[src/rtl/ismc_pkg.sv]
// Shared types, codes and sizes for the integer stack machine core.
package ismc_pkg;

  localparam int STACK_DEPTH = 64;
  localparam int MAX_VARS    = 256;
  localparam int SP_W        = $clog2(STACK_DEPTH + 1);
  localparam int SA_W        = $clog2(STACK_DEPTH);
  localparam int VA_W        = (MAX_VARS > 1) ? $clog2(MAX_VARS) : 1;
  localparam int VC_W        = 9;

  // Byte address of the var_count register on the configuration port.
  localparam logic [1:0] CFG_VAR_COUNT_ADDR = 2'd0;

  typedef enum logic [3:0] {
    OP_AND   = 4'd0,
    OP_OR    = 4'd1,
    OP_XOR   = 4'd2,
    OP_NEG   = 4'd3,
    OP_ADD   = 4'd4,
    OP_SUB   = 4'd5,
    OP_MUL   = 4'd6,
    OP_DIV   = 4'd7,
    OP_REM   = 4'd8,
    OP_DUP   = 4'd9,
    OP_PUSH  = 4'd10,
    OP_STORE = 4'd11,
    OP_LOAD  = 4'd12,
    OP_NOP13 = 4'd13,
    OP_NOP14 = 4'd14,
    OP_NOP15 = 4'd15
  } action_t;

  typedef enum logic [2:0] {
    ST_OK    = 3'd0,
    ST_UNDER = 3'd1,
    ST_OVER  = 3'd2,
    ST_DIVZ  = 3'd3,
    ST_INDEX = 3'd4,
    ST_RSV5  = 3'd5,
    ST_RSV6  = 3'd6,
    ST_RSV7  = 3'd7
  } status_t;

  typedef struct packed {
    logic [3:0]        action;
    logic signed [7:0] push_value;
    logic [7:0]        var_index;
  } in_item_t;

  typedef struct packed {
    logic signed [31:0] top_value;
    logic [6:0]         stack_depth;
    logic [2:0]         status;
  } out_item_t;

  typedef struct packed {
    logic        start;
    logic        rem_sel;
    logic [31:0] dividend;
    logic [31:0] divisor;
  } div_req_t;

  typedef struct packed {
    logic        done;
    logic [31:0] result;
  } div_rsp_t;

endpackage

[src/rtl/ismc_div.sv]
// Radix-2 signed divider, one quotient bit per cycle, truncating toward zero.
module ismc_div (
  input  logic              clk,
  input  logic              rst_n,
  input  ismc_pkg::div_req_t req,
  output ismc_pkg::div_rsp_t rsp
);
  import ismc_pkg::*;

  logic [31:0] rem_r, rem_nxt;
  logic [31:0] quo_r, quo_nxt;
  logic [31:0] dvs_r;
  logic        qneg_r, rneg_r, rsel_r;
  logic [5:0]  cnt_r;
  logic        busy_r, done_r;
  logic [32:0] shifted, diff;
  logic [31:0] a_mag, b_mag;

  assign a_mag = req.dividend[31] ? (32'd0 - req.dividend) : req.dividend;
  assign b_mag = req.divisor[31]  ? (32'd0 - req.divisor)  : req.divisor;

  assign shifted = {rem_r, quo_r[31]};
  assign diff    = shifted - {1'b0, dvs_r};

  always_comb begin
    if (!diff[32]) begin
      rem_nxt = diff[31:0];
      quo_nxt = {quo_r[30:0], 1'b1};
    end else begin
      rem_nxt = shifted[31:0];
      quo_nxt = {quo_r[30:0], 1'b0};
    end
  end

  always_ff @(posedge clk) begin
    if (!rst_n) begin
      busy_r <= 1'b0;
      done_r <= 1'b0;
      cnt_r  <= '0;
    end else begin
      done_r <= 1'b0;
      if (req.start) begin
        busy_r <= 1'b1;
        cnt_r  <= 6'd32;
      end else if (busy_r) begin
        cnt_r <= cnt_r - 6'd1;
        if (cnt_r == 6'd1) begin
          busy_r <= 1'b0;
          done_r <= 1'b1;
        end
      end
    end
  end

  always_ff @(posedge clk) begin
    if (req.start) begin
      rem_r  <= '0;
      quo_r  <= a_mag;
      dvs_r  <= b_mag;
      qneg_r <= req.dividend[31] ^ req.divisor[31];
      rneg_r <= req.dividend[31];
      rsel_r <= req.rem_sel;
    end else if (busy_r) begin
      rem_r <= rem_nxt;
      quo_r <= quo_nxt;
    end
  end

  assign rsp.done   = done_r;
  assign rsp.result = rsel_r ? (rneg_r ? (32'd0 - rem_r) : rem_r)
                             : (qneg_r ? (32'd0 - quo_r) : quo_r);

  a_done_after_busy: assert property (@(posedge clk) disable iff (!rst_n)
    done_r |-> !busy_r) else $error("divider done while busy");
  a_cnt_bounded: assert property (@(posedge clk) disable iff (!rst_n)
    cnt_r <= 6'd32) else $error("divider count out of range");
  a_busy_counts: assert property (@(posedge clk) disable iff (!rst_n)
    busy_r && !req.start |=> cnt_r == $past(cnt_r) - 6'd1)
    else $error("divider count did not advance");

endmodule

[config.mk]
export PLATFORM = sky130hd
export DESIGN_NAME = ismc_div
export DESIGN_NICKNAME = d
export VERILOG_FILES = /design/src/rtl/ismc_pkg.sv /design/src/rtl/ismc_div.sv
export SDC_FILE = /design/constraint.sdc
export NUM_CORES = 1
export LEC_CHECK = 0
export BUFFER_PORTS_ARGS = -buffer_cell sky130_fd_sc_hd__buf_2
export CORE_MARGIN = 4
export CORE_UTILIZATION = 47
export CTS_BUF_LIST = sky130_fd_sc_hd__clkbuf_8
export DETAILED_ROUTE_END_ITERATION = 7
export PLACE_DENSITY = 0.66
export RECOVER_POWER = 100
export SLEW_MARGIN = 5
export SYNTH_ARGS = -nofsm -noshare
export SYNTH_HDL_FRONTEND = slang
export SYNTH_SLANG_ARGS = --single-unit
[constraint.sdc]
create_clock -name clk -period 4.2 [get_ports clk]
set_clock_uncertainty 0.2 [all_clocks]
set_input_delay 0.21 -clock clk [delete_from_list [all_inputs] [get_ports clk]]
set_output_delay 0.21 -clock clk [all_outputs]
set_load 0.03 [all_outputs]
==> impl_metrics.yaml <==
clocking:
  clkSinkCount: 107
  cts_tree: "built"
  cts-root-buf: "clkbuf_8"
  h-tree-depth: 3
  path_clk_slew_ps: 120
  clockBufferDepth: 2
  clk_latency_ps: 410
  cts_made_buffers: 9
worst_setup_path:
  r2r-start: "quo_r[31]$_DFFE_PP_"
  critPathMaxFanout: 4
  path_class: "register to output port"
  cp-startpoint: "quo_r[9]$_DFFE_PP_"
  cp-start-kind: "register"
  cp-end-kind: "output port"
  cp.arrival_ps: 3670
  crit_required_ps: 3790
sta:
  slew_viol_final: 53
  final.setup.tns_ps: 0
  rsz0062_at_grt: "false"
  relSlewSlack_pct: -51.77
  min_period_ps: 4076
  hold_viol: 0
  fin_crit_sh_pct: 97.05
  setup_viol: 0
  fmax_mhz: 245.3
  timing.hold.ws_ps: 18.33
  max_slew.worst_pin.slew_ps: 2277
drt:
  route.vias.total: 7957
  routed_via_density: 5.667
  drc: 0
  drt-initial-drc-count: 549
  wire_per_inst_um: 16.50
  ant_nets: 0
  drtPass1Iterations: 5
  wl_um: 23160
synthesis:
  syn-cell-area_um2: 8843
  synthMuxAreaShare_pct: 3.452
  synthXorXnorAreaFrac_pct: 14.86
  synth_top_family_by_area: "compound AO/OA/AOI/OAI gates"
  async_flop_share_pct: 0
  synth_top_flop_cell: "edfxtp_1"
  syn_area_per_cell_um2: 8.398
  ys_warn_count: 0
  synthAdderAreaFrac_pct: 5.603
  synth-edff-count: 67
  synthSimpleGateAreaFrac_pct: 17.94
  synth_compound_area_share_pct: 21.70
  synth_nets: 1160
  synth_cell_types: 64
  ys_ff_latch: 107
  syn_inst: 1053
  ys_seq_area_share_pct: 31.81
cells_and_area:
  final_common_cell: "nor2_1"
  area_growth_pct: 14.62
  n_antenna_cell: 0
  drive_above_1_share_pct: 11.49
  n_fill_cell: 1697
  final_cell_mix: "104 x nor2_1, 102 x a21oi_1, 86 x xnor2_1"
  nNetsFinal: 1277
worst_hold_path:
  worstHoldPathType: "primary input to register"
  holdCritStartpoint: "req[48]"
status:
  outcome: "complete, but fails checks"
  failed_checks: "max-capacitance violations, max-slew violations"
floorplanning:
  die-height_um: 145.2
  dieArea_um2: 21070
  die_x_um: 145.2
  initial_core_util_pct: 48.57
  io_pins: 101
  core_um2: 18210
  placementRows: 49
place:
  place.gp.congestion: 0.8969
  hpwl_um: 17510
  port_buffers: 100
power_and_ir_drop:
  ir_drop_v: 0.0001781
  powerDensity_nw_per_um2: 393.0
  p_leak_nw: 4.080
global_routing:
  grt_pass1_wl_um: 37580
  antenna_found_initial: 0
  track_usage_pct: 21.41
  grt_overflow: 0
  grt_max_degree: 63
  grt_pass1_vias: 7394
flow_run:
  drv_cap: 1
[path summary, 6_finish.rpt]
check,slack [ps],cells past startpoint,to
max,120,10,rsp[30]
min,20,3,quo_r[16]$_DFFE_PP_
max reg2reg,380,13,rem_r[29]$_SDFFE_PP0P_
min reg2reg,310,2,cnt_r[1]$_SDFFE_PP0P_
[stage by stage]
stage          utilization, %  setup slack [ps]  instances  cell area [µm²]  power, mW
2_1_floorplan               -             639.3       1053             8843      2.773
3_3_place_gp            52.62             584.8       1348             9582      3.296
3_5_place_dp            52.62             556.1       1348             9582      3.311
4_1_cts                 55.84             73.16       1402            10170      4.008
5_1_grt                 55.67             3.446       1404            10140      4.234
6_report                55.67             123.7       1404            10140      3.983
[report_power, final]
part / internal, mW / switching (mW)
combinational: 0.775 / 1.11
clock: 0.238 / 0.440
sequential: 1.26 / 0.161
total: 2.27 / 1.71
[cell families (layout without fill, tap and decap cells)]
| logic type | Yosys count | count (layout) |
|---|---|---|
| simple gates | 314 | 314 |
| fa+ha+maj | 39 | 39 |
| xor+xnor | 150 | 150 |
| flops | 107 | 107 |
| buf+inv | 106 | 228 |
| compound gates | 307 | 307 |
| mux | 30 | 30 |
[layout make-up]
type                    count  area [µm²]  area share [%]
flip-flops and latches    107        2813           27.75
inverters                  54       202.7           2.000
well taps                 229       286.5           2.827
clock inverters             7       82.58          0.8147
repair buffers            158       994.7           9.814
multi-input cells         840        5633           55.57
clock buffers               9       123.9           1.222
[repair_timing]
action	in CTS	in global routing
endpoints found under the setup margin	0	4
endpoints found under the hold margin	40	0
buffers inserted	0	2
gates resized for setup	0	4
hold buffers	38	0
[worst max-delay path: stages (launching register included)]
cell and delay (ps):
edfxtp_1 450, or4_1 570, or3_1 360, or3_1 430, or4_4 460, or2_4 280, o21ai_2 130, xnor2_1 130
nor2_1 50, a21oi_1 170, buf_2 230
[state kept, by name, indices dropped and copies added (netlist names)]
signal,count
busy_r,1
cnt_r,6
done_r,1
dvs_r,32
qneg_r,1
quo_r,32
rem_r,32
rneg_r,1
rsel_r,1
[cell usage after synthesis (26+ instances only)]
master | instances | area share (%)
nor2_1 | 105 | 4.5
o21ai_0 | 61 | 3.5
nand2_1 | 79 | 3.4
ha_1 | 38 | 5.4
xnor2_1 | 86 | 8.5
xor2_1 | 64 | 6.3
clkbuf_1 | 40 | 1.7
o31ai_1 | 26 | 2.2
a211oi_1 | 29 | 2.5
edfxtp_1 | 67 | 23
mux2i_1 | 26 | 2.9
inv_1 | 54 | 2.3
a21oi_1 | 103 | 5.8
dfxtp_1 | 40 | 9.1
[metal layers]
layer  global-route usage (%)  wire, µm  vias up
met5                        0         0        -
met1                    29.97     11190     3690
li1                         -         -     4036
met4                    6.790       458        0
met3                    2.557      1047       28
met2                    34.79     10460      203
Note: power is estimated with default switching activity, not from simulation.
